### src/rtl/core/led_blink_ramp_controller_top_defines.svh
// ============================================================================
// LED blink/ramp controller assertion macros
// Concurrent check macros for the controller; compiled out with NO_ASSERTIONS.
// ============================================================================
`ifndef LED_BLINK_RAMP_CONTROLLER_TOP_DEFINES_SVH
`define LED_BLINK_RAMP_CONTROLLER_TOP_DEFINES_SVH
`ifndef NO_ASSERTIONS
// Consequent must hold in the cycle after the antecedent.
`define LBR_ASSERT_NEXT(lbl, ante, cons) \
    lbl: assert property (@(posedge aclk) disable iff (!aresetn) (ante) |=> (cons)) \
        else $error("lbr check failed: next-cycle property");
// Consequent must hold in the same cycle as the antecedent.
`define LBR_ASSERT_SAME(lbl, ante, cons) \
    lbl: assert property (@(posedge aclk) disable iff (!aresetn) (ante) |-> (cons)) \
        else $error("lbr check failed: same-cycle property");
`else
`define LBR_ASSERT_NEXT(lbl, ante, cons)
`define LBR_ASSERT_SAME(lbl, ante, cons)
`endif
`endif

### src/rtl/core/lbr_pkg.sv
// ============================================================================
// LED blink/ramp controller package
// Field widths, command and state codes, and transaction structs.
// ============================================================================
package lbr_pkg;

    localparam int DEF_PATTERN_DEPTH = 8;
    localparam int DEF_TIME_BITS     = 16;

    localparam int MODE_W     = 3;
    localparam int DUR_W      = 16;
    localparam int PCT_W      = 8;
    localparam int ENTRY_W    = 3;
    localparam int CNT_W      = 4;
    localparam int LEVEL_W    = 10;
    localparam int STATE_W    = 2;
    localparam int CFG_IDX_W  = 1;
    localparam int CFG_DATA_W = 1;

    localparam logic [LEVEL_W-1:0] LEVEL_FULL = 10'd1000;
    localparam logic [PCT_W-1:0]   PCT_FULL   = 8'd100;

    typedef enum logic [MODE_W-1:0] {
        MODE_TICK          = 3'd0,
        MODE_ON            = 3'd1,
        MODE_OFF           = 3'd2,
        MODE_BLINK         = 3'd3,
        MODE_BLINK_TIMES   = 3'd4,
        MODE_LOAD_ENTRY    = 3'd5,
        MODE_START_PATTERN = 3'd6
    } mode_t;

    typedef enum logic [STATE_W-1:0] {
        ST_OFF   = 2'd0,
        ST_ON    = 2'd1,
        ST_BLINK = 2'd2
    } led_state_t;

    typedef enum logic [1:0] {
        ACT_OFF_END   = 2'd0,
        ACT_ON_END    = 2'd1,
        ACT_GOING_ON  = 2'd2,
        ACT_GOING_OFF = 2'd3
    } phase_act_t;

    typedef enum logic [CFG_IDX_W-1:0] {
        CFG_ACTIVE_LOW = 1'd0,
        CFG_DIMMABLE   = 1'd1
    } cfg_index_t;

    typedef struct packed {
        logic active_low;
        logic dimmable;
    } lbr_cfg_t;

    typedef struct packed {
        logic [MODE_W-1:0]  mode;
        logic [DUR_W-1:0]   duration_ms;
        logic [PCT_W-1:0]   level_pct;
        logic [DUR_W-1:0]   ramp_ms;
        logic [DUR_W-1:0]   blink_on_ms;
        logic [DUR_W-1:0]   blink_off_ms;
        logic [PCT_W-1:0]   blink_low_pct;
        logic [ENTRY_W-1:0] entry_index;
        logic [CNT_W-1:0]   pattern_count;
    } lbr_item_t;

    typedef struct packed {
        logic [LEVEL_W-1:0] duty_pm;
        logic [STATE_W-1:0] led_state;
        logic               ramping;
        logic               temporary;
        logic               error;
    } lbr_result_t;

endpackage

### src/rtl/core/lbr_in_stage.sv
// ============================================================================
// LED blink/ramp controller input register
// Holds one accepted command or tick until the core consumes it.
// ============================================================================
module lbr_in_stage (
    input  logic               aclk,
    input  logic               aresetn,
    input  logic               s_valid,
    output logic               s_ready,
    input  lbr_pkg::lbr_item_t s_item,
    input  logic               advance,
    output logic               item_valid,
    output lbr_pkg::lbr_item_t item
);
    import lbr_pkg::*;

    logic      valid_reg;
    lbr_item_t item_reg;

    // Take a new transaction whenever the slot is empty or drains this cycle.
    assign s_ready = !valid_reg || advance;

    always_ff @(posedge aclk) begin
        if (!aresetn) begin
            valid_reg <= 1'b0;
        end else if (s_valid && s_ready) begin
            valid_reg <= 1'b1;
        end else if (advance) begin
            valid_reg <= 1'b0;
        end
    end

    always_ff @(posedge aclk) begin
        if (s_valid && s_ready) begin
            item_reg <= s_item;
        end
    end

    assign item_valid = valid_reg;
    assign item       = item_reg;

endmodule

### src/rtl/core/lbr_out_stage.sv
// ============================================================================
// LED blink/ramp controller result register
// Holds one result transaction until the receiver takes it.
// ============================================================================
module lbr_out_stage (
    input  logic                 aclk,
    input  logic                 aresetn,
    input  logic                 load,
    input  lbr_pkg::lbr_result_t result_in,
    output logic                 can_load,
    output logic                 m_valid,
    input  logic                 m_ready,
    output lbr_pkg::lbr_result_t result
);
    import lbr_pkg::*;

    logic        valid_reg;
    lbr_result_t result_reg;

    assign can_load = !valid_reg || m_ready;

    always_ff @(posedge aclk) begin
        if (!aresetn) begin
            valid_reg <= 1'b0;
        end else if (load) begin
            valid_reg <= 1'b1;
        end else if (m_ready) begin
            valid_reg <= 1'b0;
        end
    end

    always_ff @(posedge aclk) begin
        if (load) begin
            result_reg <= result_in;
        end
    end

    assign m_valid = valid_reg;
    assign result  = result_reg;

endmodule

### src/rtl/core/lbr_core.sv
// ============================================================================
// LED blink/ramp controller core
// Controller state and the single-pass update for one command or tick.
// ============================================================================
module lbr_core #(
    parameter int PATTERN_DEPTH = lbr_pkg::DEF_PATTERN_DEPTH,
    parameter int TIME_BITS     = lbr_pkg::DEF_TIME_BITS
) (
    input  logic                 aclk,
    input  logic                 aresetn,
    input  lbr_pkg::lbr_cfg_t    cfg,
    input  logic                 fire,
    input  lbr_pkg::lbr_item_t   item,
    output lbr_pkg::lbr_result_t result
);
    import lbr_pkg::*;

    // Only slots reachable through entry_index need storage; others read zero.
    localparam int STORE_N = (PATTERN_DEPTH < (1 << ENTRY_W)) ? PATTERN_DEPTH
                                                              : (1 << ENTRY_W);
    localparam int SIDX_W  = (STORE_N > 1) ? $clog2(STORE_N) : 1;
    localparam logic [31:0] TIME_MAX32 = 32'((64'd1 << TIME_BITS) - 64'd1);
    localparam logic [20:0] RECIP_TEN   = 21'd205;
    localparam int          RECIP_SHIFT = 11;

    typedef logic [TIME_BITS-1:0] tm_t;
    typedef logic [LEVEL_W-1:0]   lvl_t;

    function automatic tm_t sat_time(logic [DUR_W-1:0] x);
        logic [31:0] x32;
        x32 = 32'(x);
        if (x32 > TIME_MAX32) begin
            sat_time = {TIME_BITS{1'b1}};
        end else begin
            sat_time = x32[TIME_BITS-1:0];
        end
    endfunction

    function automatic lvl_t pct_to_pm(logic [PCT_W-1:0] pct, logic al);
        logic [PCT_W-1:0] p;
        lvl_t             v;
        p = (pct > PCT_FULL) ? PCT_FULL : pct;
        v = LEVEL_W'(p) * 10'd10;
        pct_to_pm = al ? (LEVEL_FULL - v) : v;
    endfunction

    // Divide by ten through a reciprocal; exact for every 10-bit level.
    function automatic lvl_t tenth(lvl_t x);
        logic [20:0] prod;
        prod  = 21'(x) * RECIP_TEN;
        tenth = prod[RECIP_SHIFT+LEVEL_W-1:RECIP_SHIFT];
    endfunction

    // State registers
    led_state_t         cur_reg, cur_next;
    led_state_t         saved_reg, saved_next;
    phase_act_t         phase_reg, phase_next;
    lvl_t               now_reg, now_next;
    lvl_t               high_reg, high_next;
    lvl_t               low_reg, low_next;
    logic               temp_reg, temp_next;
    tm_t                dur_left_reg, dur_left_next;
    tm_t                ramp_period_reg, ramp_period_next;
    tm_t                ramp_left_reg, ramp_left_next;
    logic               ramp_run_reg, ramp_run_next;
    tm_t                on_len_reg, on_len_next;
    tm_t                off_len_reg, off_len_next;
    tm_t                blink_left_reg, blink_left_next;
    logic               blink_run_reg, blink_run_next;
    logic [DUR_W-1:0]   store_reg [STORE_N];
    logic [CNT_W-1:0]   used_reg, used_next;
    logic [CNT_W-1:0]   pos_reg, pos_next;
    logic               started_reg, started_next;

    // Working values of the update
    logic               err;
    logic               store_we;
    logic               lc_go, lc_on;
    logic [DUR_W-1:0]   lc_dur;
    logic [PCT_W-1:0]   lc_pct;
    logic [DUR_W-1:0]   lc_ramp;
    logic               bc_go, bc_keep;
    tm_t                bc_on, bc_off;
    logic [DUR_W-1:0]   bc_dur;
    logic [PCT_W-1:0]   bc_hi, bc_lo;
    logic               pn_go;
    logic [DUR_W-1:0]   pv;
    lvl_t               lvl, step;
    logic               up, done;
    logic [LEVEL_W:0]   sum;
    phase_act_t         end_act;

    always_comb begin
        cur_next         = cur_reg;
        saved_next       = saved_reg;
        phase_next       = phase_reg;
        now_next         = now_reg;
        high_next        = high_reg;
        low_next         = low_reg;
        temp_next        = temp_reg;
        dur_left_next    = dur_left_reg;
        ramp_period_next = ramp_period_reg;
        ramp_left_next   = ramp_left_reg;
        ramp_run_next    = ramp_run_reg;
        on_len_next      = on_len_reg;
        off_len_next     = off_len_reg;
        blink_left_next  = blink_left_reg;
        blink_run_next   = blink_run_reg;
        used_next        = used_reg;
        pos_next         = pos_reg;
        started_next     = started_reg;
        err      = 1'b0;
        store_we = 1'b0;
        lc_go    = 1'b0;
        lc_on    = 1'b0;
        lc_dur   = '0;
        lc_pct   = '0;
        lc_ramp  = '0;
        bc_go    = 1'b0;
        bc_keep  = 1'b0;
        bc_on    = '0;
        bc_off   = '0;
        bc_dur   = '0;
        bc_hi    = '0;
        bc_lo    = '0;
        pn_go    = 1'b0;
        pv       = '0;
        lvl      = '0;
        step     = tenth(high_reg);
        up       = 1'b0;
        done     = 1'b0;
        sum      = '0;
        end_act  = ACT_OFF_END;

        unique case (mode_t'(item.mode))
            MODE_TICK: begin
                // Ramp step first
                if (ramp_run_reg) begin
                    if (ramp_left_reg <= tm_t'(1)) begin
                        if (phase_reg == ACT_GOING_ON || phase_reg == ACT_GOING_OFF) begin
                            up      = (phase_reg == ACT_GOING_ON) ? !cfg.active_low
                                                                  : cfg.active_low;
                            end_act = (phase_reg == ACT_GOING_ON) ? ACT_ON_END : ACT_OFF_END;
                            if (up) begin
                                sum = {1'b0, now_reg} + {1'b0, step};
                                if (sum >= {1'b0, high_reg}) begin
                                    now_next = high_reg;
                                    done     = 1'b1;
                                end else begin
                                    now_next = sum[LEVEL_W-1:0];
                                end
                            end else begin
                                sum = {1'b0, low_reg} + {1'b0, step};
                                if ({1'b0, now_reg} <= sum) begin
                                    now_next = low_reg;
                                    done     = 1'b1;
                                end else begin
                                    now_next = now_reg - step;
                                end
                            end
                            if (done) begin
                                ramp_run_next = 1'b0;
                                phase_next    = end_act;
                            end else begin
                                ramp_left_next = ramp_period_reg;
                            end
                        end else begin
                            ramp_run_next = 1'b0;
                        end
                    end else begin
                        ramp_left_next = ramp_left_reg - tm_t'(1);
                    end
                end
                // Then blink phase change
                if (blink_run_reg) begin
                    if (blink_left_reg <= tm_t'(1)) begin
                        if (phase_next == ACT_ON_END) begin
                            now_next        = cfg.active_low ? high_reg : low_reg;
                            phase_next      = ACT_OFF_END;
                            blink_left_next = off_len_reg;
                        end else begin
                            now_next        = cfg.active_low ? low_reg : high_reg;
                            phase_next      = ACT_ON_END;
                            blink_left_next = on_len_reg;
                        end
                    end else begin
                        blink_left_next = blink_left_reg - tm_t'(1);
                    end
                end
                // Then the temporary duration: restore or advance the pattern
                if (temp_reg) begin
                    if (dur_left_reg <= tm_t'(1)) begin
                        blink_run_next = 1'b0;
                        ramp_run_next  = 1'b0;
                        temp_next      = 1'b0;
                        cur_next       = saved_reg;
                        if (used_reg != '0) begin
                            pn_go = 1'b1;
                        end else begin
                            case (saved_reg)
                                ST_OFF: begin
                                    now_next   = low_reg;
                                    phase_next = ACT_OFF_END;
                                end
                                ST_ON: begin
                                    now_next   = high_reg;
                                    phase_next = ACT_ON_END;
                                end
                                default: begin
                                    cur_next = ST_BLINK;
                                    bc_go    = 1'b1;
                                    bc_keep  = 1'b1;
                                    bc_on    = on_len_reg;
                                    bc_off   = off_len_reg;
                                end
                            endcase
                        end
                    end else begin
                        dur_left_next = dur_left_reg - tm_t'(1);
                    end
                end
            end
            MODE_ON, MODE_OFF: begin
                lc_go   = 1'b1;
                lc_on   = (mode_t'(item.mode) == MODE_ON);
                lc_dur  = item.duration_ms;
                lc_pct  = item.level_pct;
                lc_ramp = item.ramp_ms;
            end
            MODE_BLINK: begin
                bc_go  = 1'b1;
                bc_on  = sat_time(item.blink_on_ms);
                bc_off = sat_time(item.blink_off_ms);
                bc_dur = item.duration_ms;
                bc_hi  = item.level_pct;
                bc_lo  = item.blink_low_pct;
            end
            MODE_BLINK_TIMES: begin
                on_len_next  = sat_time(item.blink_on_ms);
                off_len_next = sat_time(item.blink_off_ms);
            end
            MODE_LOAD_ENTRY: begin
                store_we = (32'(item.entry_index) < STORE_N);
            end
            MODE_START_PATTERN: begin
                if (32'(item.pattern_count) > PATTERN_DEPTH) begin
                    err = 1'b1;
                end else begin
                    used_next    = item.pattern_count;
                    started_next = 1'b0;
                    pos_next     = '0;
                    pn_go        = 1'b1;
                end
            end
            default: begin
            end
        endcase

        // Advance to the next pattern entry: even entries on, odd entries off
        if (pn_go && used_next != '0) begin
            if (!started_next || ({1'b0, pos_next} + 5'd1 >= {1'b0, used_next})) begin
                pos_next = '0;
            end else begin
                pos_next = pos_next + 1'b1;
            end
            started_next = 1'b1;
            if (32'(pos_next) < STORE_N) begin
                pv = store_reg[pos_next[SIDX_W-1:0]];
            end
            lc_go  = 1'b1;
            lc_on  = !pos_next[0];
            lc_dur = pv;
            lc_pct = lc_on ? PCT_FULL : '0;
        end

        // On/off command
        if (lc_go) begin
            blink_run_next = 1'b0;
            ramp_run_next  = 1'b0;
            temp_next      = 1'b0;
            if (lc_dur != '0) begin
                temp_next     = 1'b1;
                saved_next    = cur_next;
                dur_left_next = sat_time(lc_dur);
            end
            cur_next = lc_on ? ST_ON : ST_OFF;
            if (lc_ramp == '0 || !cfg.dimmable) begin
                phase_next = lc_on ? ACT_ON_END : ACT_OFF_END;
                if (!cfg.dimmable) begin
                    lvl = ((lc_pct != '0) ^ cfg.active_low) ? LEVEL_FULL : '0;
                end else begin
                    lvl = pct_to_pm(lc_pct, cfg.active_low);
                end
                if (lc_on) begin
                    high_next = lvl;
                end else begin
                    low_next = lvl;
                end
                now_next = lvl;
            end else begin
                phase_next       = lc_on ? ACT_GOING_ON : ACT_GOING_OFF;
                ramp_run_next    = 1'b1;
                ramp_period_next = sat_time(lc_ramp);
                ramp_left_next   = sat_time(lc_ramp);
            end
        end

        // Blink command or blink restore
        if (bc_go) begin
            if (bc_on == '0 && bc_off == '0) begin
                err = 1'b1;
            end else begin
                ramp_run_next = 1'b0;
                temp_next     = 1'b0;
                on_len_next   = bc_on;
                off_len_next  = bc_off;
                if (bc_dur != '0) begin
                    temp_next     = 1'b1;
                    saved_next    = cur_next;
                    dur_left_next = sat_time(bc_dur);
                end
                cur_next   = ST_BLINK;
                phase_next = ACT_ON_END;
                if (!bc_keep) begin
                    if (!cfg.dimmable) begin
                        high_next = pct_to_pm(PCT_FULL, cfg.active_low);
                        low_next  = pct_to_pm('0, cfg.active_low);
                    end else begin
                        high_next = pct_to_pm(bc_hi, cfg.active_low);
                        low_next  = pct_to_pm(bc_lo, cfg.active_low);
                    end
                end
                now_next        = high_next;
                blink_run_next  = 1'b1;
                blink_left_next = bc_on;
            end
        end

        result.duty_pm   = cfg.dimmable ? now_next
                                        : ((now_next >= LEVEL_FULL) ? LEVEL_FULL : '0);
        result.led_state = cur_next;
        result.ramping   = ramp_run_next;
        result.temporary = temp_next;
        result.error     = err;
    end

    always_ff @(posedge aclk) begin
        if (!aresetn) begin
            cur_reg         <= ST_OFF;
            saved_reg       <= ST_OFF;
            phase_reg       <= ACT_OFF_END;
            now_reg         <= '0;
            high_reg        <= LEVEL_FULL;
            low_reg         <= '0;
            temp_reg        <= 1'b0;
            dur_left_reg    <= '0;
            ramp_period_reg <= '0;
            ramp_left_reg   <= '0;
            ramp_run_reg    <= 1'b0;
            on_len_reg      <= '0;
            off_len_reg     <= '0;
            blink_left_reg  <= '0;
            blink_run_reg   <= 1'b0;
            used_reg        <= '0;
            pos_reg         <= '0;
            started_reg     <= 1'b0;
        end else if (fire) begin
            cur_reg         <= cur_next;
            saved_reg       <= saved_next;
            phase_reg       <= phase_next;
            now_reg         <= now_next;
            high_reg        <= high_next;
            low_reg         <= low_next;
            temp_reg        <= temp_next;
            dur_left_reg    <= dur_left_next;
            ramp_period_reg <= ramp_period_next;
            ramp_left_reg   <= ramp_left_next;
            ramp_run_reg    <= ramp_run_next;
            on_len_reg      <= on_len_next;
            off_len_reg     <= off_len_next;
            blink_left_reg  <= blink_left_next;
            blink_run_reg   <= blink_run_next;
            used_reg        <= used_next;
            pos_reg         <= pos_next;
            started_reg     <= started_next;
        end
    end

    // Pattern entries
    always_ff @(posedge aclk) begin
        if (!aresetn) begin
            for (int i = 0; i < STORE_N; i++) begin
                store_reg[i] <= '0;
            end
        end else if (fire && store_we) begin
            store_reg[item.entry_index[SIDX_W-1:0]] <= item.duration_ms;
        end
    end

endmodule

### src/rtl/core/led_blink_ramp_controller_top.sv
// ============================================================================
// LED blink/ramp controller
// Turns on/off/blink/pattern commands and 1 ms ticks into an LED duty level.
// ============================================================================
// Usage:
//   Send one transaction per command or per 1 ms tick on the s_ channel
//   (s_valid/s_ready). Each accepted transaction yields exactly one result
//   transaction on the m_ channel (m_valid/m_ready): duty in per-mille, LED
//   state, ramp and temporary flags, and an error flag.
//   An accepted transaction waits in the input register until its result is
//   loaded into the result register and presented until taken. Throughput: one
//   transaction per cycle unless the receiver stalls; the full state update
//   for one transaction is one pass of logic between the input and result
//   registers. When the receiver stalls, the result register holds its
//   transaction and the input register takes one more before s_ready drops.
//   Configuration (active_low, dimmable) is written through cfg_we/cfg_index/
//   cfg_wdata; the user must write it only while no transaction is in flight;
//   the block does not enforce this. It applies to the next level computation.
//   Reset (aresetn low, synchronous) empties both registers, clears the
//   pattern entries and puts the LED off at level zero with the maximum level
//   at 1000 per-mille; no clearing pass is needed afterward.
// ============================================================================
`include "led_blink_ramp_controller_top_defines.svh"

module led_blink_ramp_controller_top #(
    parameter int PATTERN_DEPTH = lbr_pkg::DEF_PATTERN_DEPTH,
    parameter int TIME_BITS     = lbr_pkg::DEF_TIME_BITS
) (
    input  logic                            aclk,
    input  logic                            aresetn,
    // configuration write port
    input  logic                            cfg_we,
    input  logic [lbr_pkg::CFG_IDX_W-1:0]   cfg_index,
    input  logic [lbr_pkg::CFG_DATA_W-1:0]  cfg_wdata,
    // command / tick channel
    input  logic                            s_valid,
    output logic                            s_ready,
    input  logic [lbr_pkg::MODE_W-1:0]      s_mode,
    input  logic [lbr_pkg::DUR_W-1:0]       s_duration_ms,
    input  logic [lbr_pkg::PCT_W-1:0]       s_level_pct,
    input  logic [lbr_pkg::DUR_W-1:0]       s_ramp_ms,
    input  logic [lbr_pkg::DUR_W-1:0]       s_blink_on_ms,
    input  logic [lbr_pkg::DUR_W-1:0]       s_blink_off_ms,
    input  logic [lbr_pkg::PCT_W-1:0]       s_blink_low_pct,
    input  logic [lbr_pkg::ENTRY_W-1:0]     s_entry_index,
    input  logic [lbr_pkg::CNT_W-1:0]       s_pattern_count,
    // result channel
    output logic                            m_valid,
    input  logic                            m_ready,
    output logic [lbr_pkg::LEVEL_W-1:0]     m_duty_pm,
    output logic [lbr_pkg::STATE_W-1:0]     m_led_state,
    output logic                            m_ramping,
    output logic                            m_temporary,
    output logic                            m_error
);
    import lbr_pkg::*;

    lbr_cfg_t    cfg_reg;
    lbr_item_t   s_item;
    lbr_item_t   item;
    logic        item_valid;
    logic        out_can_load;
    logic        advance;
    lbr_result_t core_result;
    lbr_result_t out_result;

    // Configuration registers; writes land without handshake.
    always_ff @(posedge aclk) begin
        if (!aresetn) begin
            cfg_reg.active_low <= 1'b0;
            cfg_reg.dimmable   <= 1'b1;
        end else if (cfg_we) begin
            unique case (cfg_index_t'(cfg_index))
                CFG_ACTIVE_LOW: cfg_reg.active_low <= cfg_wdata[0];
                CFG_DIMMABLE:   cfg_reg.dimmable   <= cfg_wdata[0];
                default: begin
                end
            endcase
        end
    end

    // Gather the input ports into one transaction.
    assign s_item.mode          = s_mode;
    assign s_item.duration_ms   = s_duration_ms;
    assign s_item.level_pct     = s_level_pct;
    assign s_item.ramp_ms       = s_ramp_ms;
    assign s_item.blink_on_ms   = s_blink_on_ms;
    assign s_item.blink_off_ms  = s_blink_off_ms;
    assign s_item.blink_low_pct = s_blink_low_pct;
    assign s_item.entry_index   = s_entry_index;
    assign s_item.pattern_count = s_pattern_count;

    // Advance the held transaction whenever the result register has room.
    assign advance = item_valid && out_can_load;

    lbr_in_stage u_in_stage (
        .aclk       (aclk),
        .aresetn    (aresetn),
        .s_valid    (s_valid),
        .s_ready    (s_ready),
        .s_item     (s_item),
        .advance    (advance),
        .item_valid (item_valid),
        .item       (item)
    );

    lbr_core #(
        .PATTERN_DEPTH (PATTERN_DEPTH),
        .TIME_BITS     (TIME_BITS)
    ) u_core (
        .aclk    (aclk),
        .aresetn (aresetn),
        .cfg     (cfg_reg),
        .fire    (advance),
        .item    (item),
        .result  (core_result)
    );

    lbr_out_stage u_out_stage (
        .aclk      (aclk),
        .aresetn   (aresetn),
        .load      (advance),
        .result_in (core_result),
        .can_load  (out_can_load),
        .m_valid   (m_valid),
        .m_ready   (m_ready),
        .result    (out_result)
    );

    // Drive the result ports from the held transaction.
    assign m_duty_pm   = out_result.duty_pm;
    assign m_led_state = out_result.led_state;
    assign m_ramping   = out_result.ramping;
    assign m_temporary = out_result.temporary;
    assign m_error     = out_result.error;

    // An evaluated transaction always shows up on the result channel.
    `LBR_ASSERT_NEXT(a_advance_gives_result, advance, m_valid)
    // Never overwrite a result that the receiver has not taken.
    `LBR_ASSERT_SAME(a_no_overwrite, m_valid && !m_ready, !advance)
    // Duty never leaves the per-mille range.
    `LBR_ASSERT_SAME(a_duty_range, m_valid, m_duty_pm <= LEVEL_FULL)
    // A ramp only runs in the on or off state, never while blinking.
    `LBR_ASSERT_SAME(a_ramp_not_blink, m_valid && m_ramping, m_led_state != ST_BLINK)

endmodule

### config.mk
export PLATFORM = sky130hd
export DESIGN_NAME = led_blink_ramp_controller_top
export DESIGN_NICKNAME = d
export VERILOG_FILES = /design/src/rtl/core/lbr_pkg.sv /design/src/rtl/core/lbr_in_stage.sv /design/src/rtl/core/lbr_out_stage.sv /design/src/rtl/core/lbr_core.sv /design/src/rtl/core/led_blink_ramp_controller_top.sv
export VERILOG_INCLUDE_DIRS = /design/src /design/src/rtl/core
export SDC_FILE = /design/constraint.sdc
export NUM_CORES = 1
export LEC_CHECK = 0
export BUFFER_PORTS_ARGS = -buffer_cell sky130_fd_sc_hd__buf_4
export CORE_UTILIZATION = 55
export DETAILED_ROUTE_END_ITERATION = 7
export PLACE_DENSITY_LB_ADDON = 0.1
export SLEW_MARGIN = 10
export SYNTH_ARGS = -nofsm -noshare
export SYNTH_HDL_FRONTEND = slang
export SYNTH_HIERARCHICAL = 1
export SYNTH_SLANG_ARGS = --single-unit
### constraint.sdc
create_clock -name aclk -period 15.79 [get_ports aclk]
set_clock_uncertainty 0.05 [all_clocks]
set_input_delay 0.7895 -clock aclk [delete_from_list [all_inputs] [get_ports aclk]]
set_output_delay 0.7895 -clock aclk [all_outputs]
set_load 0.005 [all_outputs]
# [Yosys cells after proc, flatten, opt, wreduce, memory -nomap -nowiden]
# Memories as Yosys holds them, arrays and structs flattened.
# Index checks and enable logic that the tools add are counted.
[totals] reg_bits=253 ramBits=128 in_bits=97 out_inout_bits=17 word_cells=312 memories=1
[memory_table] name="u_core.store_reg" words=8 word_bits=16 rd=1 rd_clocked_by_memory_dff=0 write_ports=8 line_no="lbr_core.sv:70" text="logic [DUR_W-1:0] store_reg [STORE_N];"
[classes] add_sub_neg=11 mul=4 n_lt_le_gt_ge=12 n_eq_ne=10 n_mux=201 n_bitwise=3 n_reduce_logical=34
[ops] cell="two-way mux 16 bit" n=41
[ops] cell="two-way mux 10 bit" n=43
[ops] cell="two-way mux 1 bit" n=67
[ops] cell="case mux 16 bit (2 select lines)" n=2
[ops] cell="two-way mux 2 bit" n=28
[ops] cell="two-way mux 8 bit" n=7
[ops] cell="less-or-equal comparator 16 x 1 -> 1 bit (second input constant)" n=3
[ops] cell="logical NOT 16 bit" n=3
[ops] cell="subtractor 16 x 1 -> 16 bit (second input constant)" n=3
[ops] cell="nonzero test 16 bit" n=2
[ops] cell="subtractor 10 bit (first input constant)" n=3
[ops] cell="two-way mux 4 bit" n=7
[ops] cell="multiplier 8 x 3 -> 9 bit (second input constant)" n=3
[ops] cell="greater-than comparator 8 x 7 -> 1 bit (second input constant)" n=3
[ops] cell="adder 10 x 7 -> 11 bit" n=2
[ops] cell="case mux 10 bit (2 select lines)" n=1
[ops] cell="multiplier 10 x 8 -> 18 bit (second input constant)" n=1
[ops] cell="OR reduction 16 bit" n=1
[ops] cell="greater-or-equal comparator 11 x 10 -> 1 bit" n=1
[ops] cell="less-or-equal comparator 10 x 11 -> 1 bit" n=1
[ops] cell="greater-or-equal comparator 10 bit (second input constant)" n=1
[ops] cell="subtractor 10 x 7 -> 10 bit" n=1
[ops] cell="== test 3 bit (second input constant)" n=3
[ops] cell="nonzero test 4 bit" n=2
[ops] cell="25 further kinds" n=46

# [Logic depth before layout (Yosys ltp)]
# Gate-level depths: netlist (run 1).
[logic_depth] ltp_word=30 ltp_mapped=39 depth_no_buf=37

# [Hierarchy]
# The synthesis (run 1) kept the hierarchy.
[modules_own_cells] mod="lbr_core" instances=1 cells_per_inst=2503 area_each_um2=21041.4 seq_area_each_um2=6726.5
[modules_own_cells] mod="lbr_in_stage" instances=1 cells_per_inst=95 area_each_um2=2760.1 seq_area_each_um2=2722.6
[modules_own_cells] mod="lbr_out_stage" instances=1 cells_per_inst=19 area_each_um2=499.2 seq_area_each_um2=470.5
[modules_own_cells] mod="led_blink_ramp_controller_top" instances=1 cells_per_inst=10 area_each_um2=100.1 seq_area_each_um2=40.0

# [Worst setup path before layout (run 1)]
# No wires, ideal clock.
[synth_path] kind="register -> register" start="register u_core.high_reg[1]" end="register u_core.blink_left_reg[0]" setup_ps=124 t_arrival_ps=7921 required_time_ps=15616 slack_ps=7695 path_stages_with_launch=35 path_buffers=1 synth_period_minus_slack_ps=8095 path_cell_list="dfxtp_1 ha_1 ha_1 ha_1 inv_1 fa_1 inv_1 ha_1 and3_1 a31o_2 a21o_1 a21o_1 a21o_1 a21o_1 a41o_1 or4_1 a31o_2 a21o_1 xor2_1 ha_1 or3_1 o211a_1 o21ai_0 ha_1 a2111oi_0 o21ai_0 a21oi_1 o21ai_2 mux2_2 a21oi_2 clkbuf_1 mux2i_1 nand2_1 a31oi_1 o22ai_1"
[synth_via] elab_chain_len=21 elab_cells_between_ends=24 classes_between="2 x add/sub; 1 x mul; 2 x order compare; 1 x eq/ne; 18 x mux"
[synth_lines] item="start, declared" line_no="lbr_core.sv:59" text="lvl_t high_reg, high_next;"
[synth_lines] item="start signal, assigned" line_no="lbr_core.sv:372" text="high_reg <= high_next;"
[synth_lines] item="multiplier 10 x 8 -> 18 bit" line_no="lbr_core.sv:50" text="prod = 21'(x) * RECIP_TEN;"
[synth_lines] item="adder 10 x 7 -> 11 bit, on equally long branches" line_no="lbr_core.sv:153, lbr_core.sv:145"
[synth_lines] item="less-or-equal comparator 10 x 11 -> 1 bit or greater-or-equal comparator 11 x 10 -> 1 bit (tied branches)" line_no="lbr_core.sv:154, lbr_core.sv:146"
[synth_lines] item="two-way mux 1 bit, on equally long branches" line_no="lbr_core.sv:154, lbr_core.sv:146"
[synth_lines] item="two-way mux 1 bit (*)" line_no="lbr_core.sv:144" text="if (up) begin"
[synth_lines] item="two-way mux 1 bit (*)" line_no="lbr_core.sv:140" text="if (phase_reg == ACT_GOING_ON || phase_reg == ACT_GOING_OFF) begin"
[synth_lines] item="two-way mux 1 bit (*)" line_no="lbr_core.sv:139" text="if (ramp_left_reg <= tm_t'(1)) begin"
[synth_lines] item="two-way mux 1 bit (*)" line_no="lbr_core.sv:138" text="if (ramp_run_reg) begin"
[synth_lines] item="[5 not listed]"
[synth_lines] item="two-way mux 2 bit (*)" line_no="lbr_core.sv:135" text="unique case (mode_t'(item.mode))"
[synth_lines] item="== test 2 x 1 -> 1 bit (*)" line_no="lbr_core.sv:177" text="if (phase_next == ACT_ON_END) begin"
[synth_lines] item="two-way mux 16 bit (*)" line_no="lbr_core.sv:177"
[synth_lines] item="two-way mux 16 bit (*)" line_no="lbr_core.sv:176" text="if (blink_left_reg <= tm_t'(1)) begin"
[synth_lines] item="two-way mux 16 bit (*)" line_no="lbr_core.sv:175" text="if (blink_run_reg) begin"
[synth_lines] item="two-way mux 16 bit (*)" line_no="lbr_core.sv:135"
[synth_lines] item="two-way mux 16 bit" line_no="lbr_core.sv:310" text="if (bc_on == '0 && bc_off == '0) begin"
[synth_lines] item="two-way mux 16 bit (*)" line_no="lbr_core.sv:309" text="if (bc_go) begin"
[synth_lines] item="end signal, assigned" line_no="lbr_core.sv:381" text="blink_left_reg <= blink_left_next;"
[synth_lines] item="end, declared" line_no="lbr_core.sv:68" text="tm_t blink_left_reg, blink_left_next;"
# Every way passes the cells marked *; elsewhere a longest branch is shown, timed or not. The select of a mux whose other input is x is not followed.
# A chain may end at the register's enable or synchronous reset.

# [Worst setup path after layout (run 1)]
[layout_path] start="register u_core.high_reg[2]" end="register u_core.ramp_left_reg[0]"
[layout_via] elab_chain_len=16 elab_cells_between_ends=19 classes_between="2 x add/sub; 1 x mul; 2 x order compare; 14 x mux"
[layout_lines] item="multiplier 10 x 8 -> 18 bit" line_no="lbr_core.sv:50"
[layout_lines] item="adder 10 x 7 -> 11 bit, on equally long branches" line_no="lbr_core.sv:153, lbr_core.sv:145"
[layout_lines] item="less-or-equal comparator 10 x 11 -> 1 bit or greater-or-equal comparator 11 x 10 -> 1 bit (tied branches)" line_no="lbr_core.sv:154, lbr_core.sv:146"
[layout_lines] item="two-way mux 1 bit, on equally long branches" line_no="lbr_core.sv:154, lbr_core.sv:146"
[layout_lines] item="two-way mux 1 bit (*)" line_no="lbr_core.sv:144"
[layout_lines] item="two-way mux 1 bit (*)" line_no="lbr_core.sv:140"
[layout_lines] item="two-way mux 1 bit (*)" line_no="lbr_core.sv:139"
[layout_lines] item="two-way mux 1 bit (*)" line_no="lbr_core.sv:138"
[layout_lines] item="two-way mux 1 bit (*)" line_no="lbr_core.sv:135"
[layout_lines] item="two-way mux 16 bit (*)" line_no="lbr_core.sv:161" text="if (done) begin"
[layout_lines] item="two-way mux 16 bit (*)" line_no="lbr_core.sv:140"
[layout_lines] item="two-way mux 16 bit (*)" line_no="lbr_core.sv:139"
[layout_lines] item="two-way mux 16 bit (*)" line_no="lbr_core.sv:138"
[layout_lines] item="two-way mux 16 bit (*)" line_no="lbr_core.sv:135"
[layout_lines] item="two-way mux 16 bit" line_no="lbr_core.sv:287" text="if (lc_ramp == '0 || !cfg.dimmable) begin"
[layout_lines] item="two-way mux 16 bit (*)" line_no="lbr_core.sv:277" text="if (lc_go) begin"
[layout_lines] item="end signal, assigned" line_no="lbr_core.sv:377" text="ramp_left_reg <= ramp_left_next;"
[layout_lines] item="end, declared" line_no="lbr_core.sv:64" text="tm_t ramp_left_reg, ramp_left_next;"
# Marks and branches as above.

==> metrics.cfg, run 1 <==
[drt]
initialDrtViolationCount = 2371
drt_pass1_iterations = 6
wirelength_um = 74200
ant_nets = 0
route.vias.total = 21100
post_drt_via_cell_ratio = 6.42
drt-wirelength-per-cell_um = 22.6
drt_drc_violations_left = 0

[final_layout]
post-route-cell-area_um2 = 27100
finish.net_count = 2927
insertedDiodeCount = 0
final.fill_count = 3732
largest_reg_flops = 128
final_util_pct = 62.3
syn_to_final_growth_pct = 10.9
final_layout_size_suffix_gt1_share_pct = 11.4

[setup_path]
worst_ep_required_time_ps = 16240
cp_slowest_stage_delay_ps = 790
end_kind = flop
critical_path.startpoint_type = flop
worstPathArrival_ps = 10210
cp_common_cell = sky130_fd_sc_hd__ha_1
critical_path.max_fanout = 15
worst-setup-path-type = flop to flop
master_of_the_slowest_instance_on_the_critical_path = sky130_fd_sc_hd__and2_0

[synth]
number_of_library_cell_types_mapped_by_synthesis = 99
mappedNetlistArea_um2 = 24400
netlist_top_cells_area = sky130_fd_sc_hd__edfxtp_1 (29%), sky130_fd_sc_hd__dfxtp_1 (12%), sky130_fd_sc_hd__ha_1 (7.1%), sky130_fd_sc_hd__a21oi_1 (4.2%), sky130_fd_sc_hd__and2_1 (4.0%)
yosys_warnings = 6
sequential_cell_area_fraction_in_the_yosys_report_pct = 40.8
number_of_enable_flip_flop_cells_after_synthesis = 233
top_cell_type_by_total_area_after_synthesis = sky130_fd_sc_hd__edfxtp_1
postSynthRegisterBits = 381
synth.top_cell.area_share_pct = 28.7
gate_count_of_the_mapped_netlist = 2627
post_synth.cell_area_avg_um2 = 9.29
dominantRegCellSynth = sky130_fd_sc_hd__edfxtp_1
synth-async-reset-ratio_pct = 0

[clock_network]
cts_root_buf = sky130_fd_sc_hd__clkbuf_16
cts_repair_resized_insts = 0
cts_setup_buffers = 0
cts_tree = yes
clkLatencyLatePin_ps = 570
hold_fix_buffers_at_cts = 0
path_clk_slew_ps = 60
cts-root-to-sink-buffers = 3
depth_of_the_cts_h_tree = 2
number_of_buffers_inserted_during_clock_tree_synthesis = 42
tritoncts_num_sinks = 381

[power]
cellPowerDensity_nw_per_um2 = 114
max-vdd-ir-drop_uv = 120
p_leak_uw = 0.0107

[place]
dpl-instance-area_um2 = 25700
dp.final_hpwl_um = 51900
numPortBuffers = 113
gp_congestion = 1.01

[global_routing]
grt_max_degree = 71
grt_first_pass_wirelength_um = 114000
globalRouteOverflowTotal = 0
grt_util_all_layers_pct = 32.8
antenna_found_initial = 0
number_of_global_route_vias_before_repair = 20100

[run_status]
outcome = complete, no violations

[sta]
timing.final.crit_period_ps = 9760
setup_total_negative_slack_ps = 0
max_slew.worst_pin.slew_ps = 1260
rsz0062_at_grt = false
achievable-frequency_ghz = 0.102
final_max_tran_viols = 0
finalHoldViolations = 0
post-route-period-util_pct = 61.8
setup_viol = 0
timing.slew.headroom_pct = 16.2

[floorplan]
num_rows = 76
io-pin-count = 114
floorplan.die.width_um = 213
initial_utilization_pct = 56.1
core_um2 = 43500
die-area_um2 = 45200
fp.dieH_um = 213

[worst_hold_path]
worst_min_delay_path_class = primary input to flop

[job]
cap_viol_max_count = 0

## routing by layer
| layer | global-route usage (%) | vias up | wire length (µm) |
|---|---|---|---|
| met3 | 4.64 | 215 | 5230 |
| met5 | 0 | - | 0 |
| li1 | - | 9746 | - |
| met1 | 43.6 | 10200 | 31200 |
| met2 | 53.0 | 964 | 34200 |
| met4 | 15.2 | 0 | 3550 |
## stage by stage
stage	hold WS, ps	setup slack (ps)	total power [µW]	cells
final	342	6030	3100	3288
after global routing	320	5500	3240	3288
after CTS	323	6270	3090	3288
after detailed placement	394	6300	2130	3211
after global placement	386	6610	2100	3211
after floorplan	378	7690	1850	2629
## kinds of logic (layout without fill, tap and decap cells)
group	Yosys count	after routing	share of synthesized area, %
compound gates	745	745	19.8
mux	72	72	3.71
simple gates	915	915	19.3
flops	381	381	40.8
buf+inv	272	346	4.56
other cells	1	3	0.0154
xor+xnor	81	81	2.91
fa+ha+maj	160	160	8.88
## cells in the mapped netlist (all sizes together) (18+ instances only)
cell type,instances
dfxtp,148
nand4,20
a31oi,31
inv,106
a211o,18
fa,22
a21o,31
mux2i,51
nand2b,21
edfxtp,233
nand3,70
clkbuf,123
o211ai,18
buf,39
nor3,62
nor4,39
xnor2,51
and3,18
nor2,195
a21oi,208
o21ai,190
a211oi,38
nand2,235
and2,161
a22o,36
xor2,30
ha,138
o22ai,27
or3,36
## layout make-up
cell class / instances / area [µm²] / share of cell area (%)
Clock buffer: 58 / 1160 / 4.30
Sequential cell: 381 / 9960 / 36.8
Inverter: 110 / 413 / 1.53
Clock inverter: 19 / 176 / 0.652
Multi-Input combinational cell: 1976 / 13400 / 49.6
Tap cell: 585 / 732 / 2.71
Timing Repair Buffer: 159 / 1190 / 4.41
## final timing paths
| kind | startpoint | to | slack (ps) | cells past startpoint |
|---|---|---|---|---|
| worst max-delay path | u_core/high_reg[2] | u_core/ramp_left_reg[0] | 6030 | 37 |
| worst min-delay path | s_level_pct[5] | u_in_stage/item[68] | 340 | 1 |
| worst max register to register | u_core/high_reg[2] | u_core/ramp_left_reg[0] | 6030 | 37 |
| worst min register to register | u_core/ramp_period_reg[15] | u_core/ramp_period_reg[15] | 400 | 2 |
## report_power, final
group	total [µW]	switching, µW	internal (µW)
registers	1160	53.5	1110
logic	975	597	378
clock network	961	410	551
total	3100	1060	2040
## layout by cell type (no fill, tap or decap), types with 13 or more instances in the layout
master                      instances
sky130_fd_sc_hd__a22o_1            36
sky130_fd_sc_hd__inv_1            106
sky130_fd_sc_hd__nor2_1           191
sky130_fd_sc_hd__edfxtp_1         233
sky130_fd_sc_hd__nor3_1            57
sky130_fd_sc_hd__clkbuf_16         43
sky130_fd_sc_hd__o22ai_1           27
sky130_fd_sc_hd__xnor2_1           50
sky130_fd_sc_hd__xor2_1            29
sky130_fd_sc_hd__and3_1            18
sky130_fd_sc_hd__or3_1             36
sky130_fd_sc_hd__nand2_1          232
sky130_fd_sc_hd__ha_1             138
sky130_fd_sc_hd__a31oi_1           31
sky130_fd_sc_hd__nand2b_1          19
sky130_fd_sc_hd__mux4_2            14
sky130_fd_sc_hd__o21ai_0          176
sky130_fd_sc_hd__nor4_1            33
sky130_fd_sc_hd__nor2b_1           13
sky130_fd_sc_hd__and2_1           156
sky130_fd_sc_hd__o31ai_1           14
sky130_fd_sc_hd__buf_4            159
sky130_fd_sc_hd__a21oi_1          204
sky130_fd_sc_hd__nand4_1           20
sky130_fd_sc_hd__dfxtp_1          148
sky130_fd_sc_hd__o211ai_1          16
sky130_fd_sc_hd__mux2i_1           51
sky130_fd_sc_hd__a21o_1            31
sky130_fd_sc_hd__a211o_1           18
sky130_fd_sc_hd__fa_1              22
sky130_fd_sc_hd__a211oi_1          37
sky130_fd_sc_hd__nand3_1           70
## critical path, delay by kind of cell, from the launching register on
| kind | cells | cell delay [ps] |
|---|---|---|
| AOI/OAI and AO/OA | 18 | 3770 |
| xor gates and xnor gates | 2 | 470 |
| adders and majority gates | 7 | 2090 |
| buffers and inverters | 3 | 320 |
| DFF | 1 | 580 |
| muxes | 1 | 490 |
| and+or+nand+nor | 6 | 1890 |
Note: power is estimated with default switching activity, not from simulation.
==> inputs of run 2 (changes only) <==
- clock period: 15.79 -> 8.6 ns (I/O delays scaled with it)
==> run 2 against run 1 <==
Compared with the run above:
- the flow now finishes with violations (DRC)
- register-to-register slack lost 5800 ps
- non-clock buffer count grew 117
- first-iteration DRC count shrank 11%
- power grew 92%
- core utilization grew 3.3 points
- clock power grew 96%
- global-route usage grew 1.2 points
- critical path type unchanged
==> metrics.cfg, run 2 (synthesized netlist as in run 1, its figures left out) <==
[power]
cellPowerDensity_nw_per_um2 = 208  ; +82%
p_leak_uw = 0.0113  ; +5.7%
max-vdd-ir-drop_uv = 217  ; +81%

[clock_network]
cts_root_buf = sky130_fd_sc_hd__clkbuf_16
cts-root-to-sink-buffers = 3  ; unchanged
tritoncts_num_sinks = 381  ; unchanged
cts_tree = yes
clkLatencyLatePin_ps = 580  ; about the same
path_clk_slew_ps = 60  ; about the same
depth_of_the_cts_h_tree = 2  ; unchanged
number_of_buffers_inserted_during_clock_tree_synthesis = 42  ; unchanged

[setup_path]
worst_r2r_endpoint = u_out_stage/result[14]
end_kind = flop
cp_slowest_stage_delay_ps = 480  ; -310 ps
reg2reg_depth = 35  ; -5.4%
worst-setup-path-type = flop to flop
crit-reg2reg-launch = u_core/high_reg[2]
cp_common_cell = sky130_fd_sc_hd__ha_1
master_of_the_slowest_instance_on_the_critical_path = sky130_fd_sc_hd__fa_1
reg2reg_setup_slack_ps = 220  ; -5820 ps
worstPathArrival_ps = 8630  ; -1580 ps
critical_path.startpoint_type = flop
worst_ep_required_time_ps = 8840  ; -7400 ps
critical_path.max_fanout = 6  ; -9

[worst_hold_path]
hold_path_startpoint = s_valid
holdPathStages = 3  ; +2
timing.hold.worst_endpoint = u_in_stage/item_valid
worst_min_delay_path_class = primary input to flop

[final_layout]
final.fill_count = 3521  ; -5.7%
area_of_the_multi_input_gates_um2 = 13600  ; +1.5%
finish.net_count = 3045  ; +4.0%
final_util_pct = 65.5  ; +3.3 points
insertedDiodeCount = 0  ; unchanged
final_layout_size_suffix_gt1_share_pct = 13.0  ; +1.6 points
syn_to_final_growth_pct = 16.7
layout.cells.most_common_list = sky130_fd_sc_hd__edfxtp_1 (233), sky130_fd_sc_hd__nand2_1 (232), sky130_fd_sc_hd__a21oi_1 (199), sky130_fd_sc_hd__nor2_1 (191), sky130_fd_sc_hd__buf_4 (183)
layout.cells.most_common = sky130_fd_sc_hd__edfxtp_1
largest_reg_flops = 128  ; unchanged
regArea_um2 = 9960  ; about the same
final_cell_count_no_fill = 3407  ; +3.6%

[sta]
post-route-period-util_pct = 97.5  ; +36 points
timing.final.crit_period_ps = 8380  ; -1370 ps
achievable-frequency_ghz = 0.119  ; +16%
finalHoldViolations = 0  ; unchanged
timing.slew.headroom_pct = 15.0  ; -1.2 points
final_max_tran_viols = 0  ; unchanged
setup_viol = 0  ; unchanged
max_slew.worst_pin.slew_ps = 1270  ; +13.0 ps

[floorplan]
num_rows = 76  ; unchanged
initial_utilization_pct = 56.1  ; unchanged
io-pin-count = 114  ; unchanged
fp.dieH_um = 213  ; unchanged
die-area_um2 = 45200  ; unchanged
core_um2 = 43500  ; unchanged
floorplan.die.width_um = 213  ; unchanged

[drt]
route.vias.total = 21600  ; +2.3%
post_drt_via_cell_ratio = 6.34  ; -1.3%
drt_drc_violations_left = 3  ; +3
drt_pass1_iterations = 8  ; +2
wirelength_um = 77300  ; +4.2%
drt-wirelength-per-cell_um = 22.7  ; +0.59%
initialDrtViolationCount = 2119  ; -11%
ant_nets = 0  ; unchanged

[global_routing]
globalRouteOverflowTotal = 0  ; unchanged
antenna_found_initial = 0  ; unchanged
grt_util_all_layers_pct = 34.0  ; +1.2 points
number_of_global_route_vias_before_repair = 21000  ; +4.5%
grt_max_degree = 66  ; -7.0%
grt_first_pass_wirelength_um = 119000  ; +4.2%

[run_status]
outcome = finished, violations left
failed_checks = DRC

[place]
gp_congestion = 0.962  ; -4.6%
place_inst = 3228  ; +0.53%
dp.final_hpwl_um = 52900  ; +1.8%
numPortBuffers = 113  ; unchanged

[job]
cap_viol_max_count = 0  ; unchanged

[run 2: changes by cell type in the layout (fill, tap and decap cells not counted), sizes merged]
| cell | change |
|---|---|
| clkinvlp | -2 |
| bufinv | +2 |
| clkinv | +3 |
| dlygate4sd3 | +90 |
| inv | -2 |
| o211a | +1 |
| buf | +27 |
[run 2: area by class of cell]
class	count	share of cell area, %
clock inverters	20	0.795
multi-input cells	1977	47.8
inverters	110	1.45
repair buffers	276	8.14
clock buffers	58	4.26
well taps	585	2.57
flip-flops and latches	381	35.0
[run 2: worst max path at each step]
stage                                   from                  endpoint  slack [ps]  cells after the start
after global placement    u_core/high_reg[2]    u_out_stage/result[14]          20                     35
after floorplan           u_core/high_reg[1]  u_core/blink_left_reg[0]         500                     34
final                     u_core/high_reg[2]    u_out_stage/result[14]         220                     35
after CTS                 u_core/high_reg[2]    u_out_stage/result[14]          50                     34
after detailed placement  u_core/high_reg[2]    u_out_stage/result[14]        -110                     36
after global routing      u_core/high_reg[1]    u_out_stage/result[14]        -100                     36
[run 2: repair_timing]
action	4_1_cts	5_1_grt
gates cloned	0	1
endpoints found under the setup margin	6	49
hold buffers	90	0
pin swaps	2	9
hold endpoints to repair	90	0
gates resized for setup	5	40
setup buffers	1	9
[run 2: critical path, delay by kind of cell (launching register included)]
family	cells	cell delay (ps)
flip-flops	1	330
AND/OR/NAND/NOR	6	1490
XOR/XNOR	1	170
adder cells (fa/ha/maj)	7	2000
AO/OA/AOI/OAI	18	3820
buffers and inverters	3	240
[run 2: report_power, final]
part | internal (µW) | switching (µW) | total [µW] | leakage, µW
clock network | 1110 | 772 | 1880 | 0.000703
logic | 792 | 1120 | 1910 | 0.00707
registers | 2030 | 102 | 2130 | 0.00353
[run 2: per-stage QoR]
stage | setup TNS (ps) | area (µm²) | setup WS (ps) | total power (µW) | hold slack [ps]
after floorplan | 0 | 24400 | 505 | 3400 | 378
after global placement | 0 | 25800 | 16.4 | 3860 | 393
after detailed placement | -455 | 25800 | -111 | 3900 | 400
after global routing | -744 | 28500 | -103 | 6210 | 67.8
after CTS | 0 | 28200 | 52.4 | 5820 | 45.7
final | 0 | 28500 | 216 | 5930 | 73.9
[run 2: per-layer routing]
| layer | up-vias | share of wire (%) | GRT usage (%) |
|---|---|---|---|
| met5 | - | 0 | 0 |
| met4 | 0 | 4.9 | 16.4 |
| met3 | 234 | 6.9 | 4.53 |
| met2 | 958 | 47 | 55.4 |
| met1 | 10400 | 42 | 44.8 |
| li1 | 9996 | - | - |
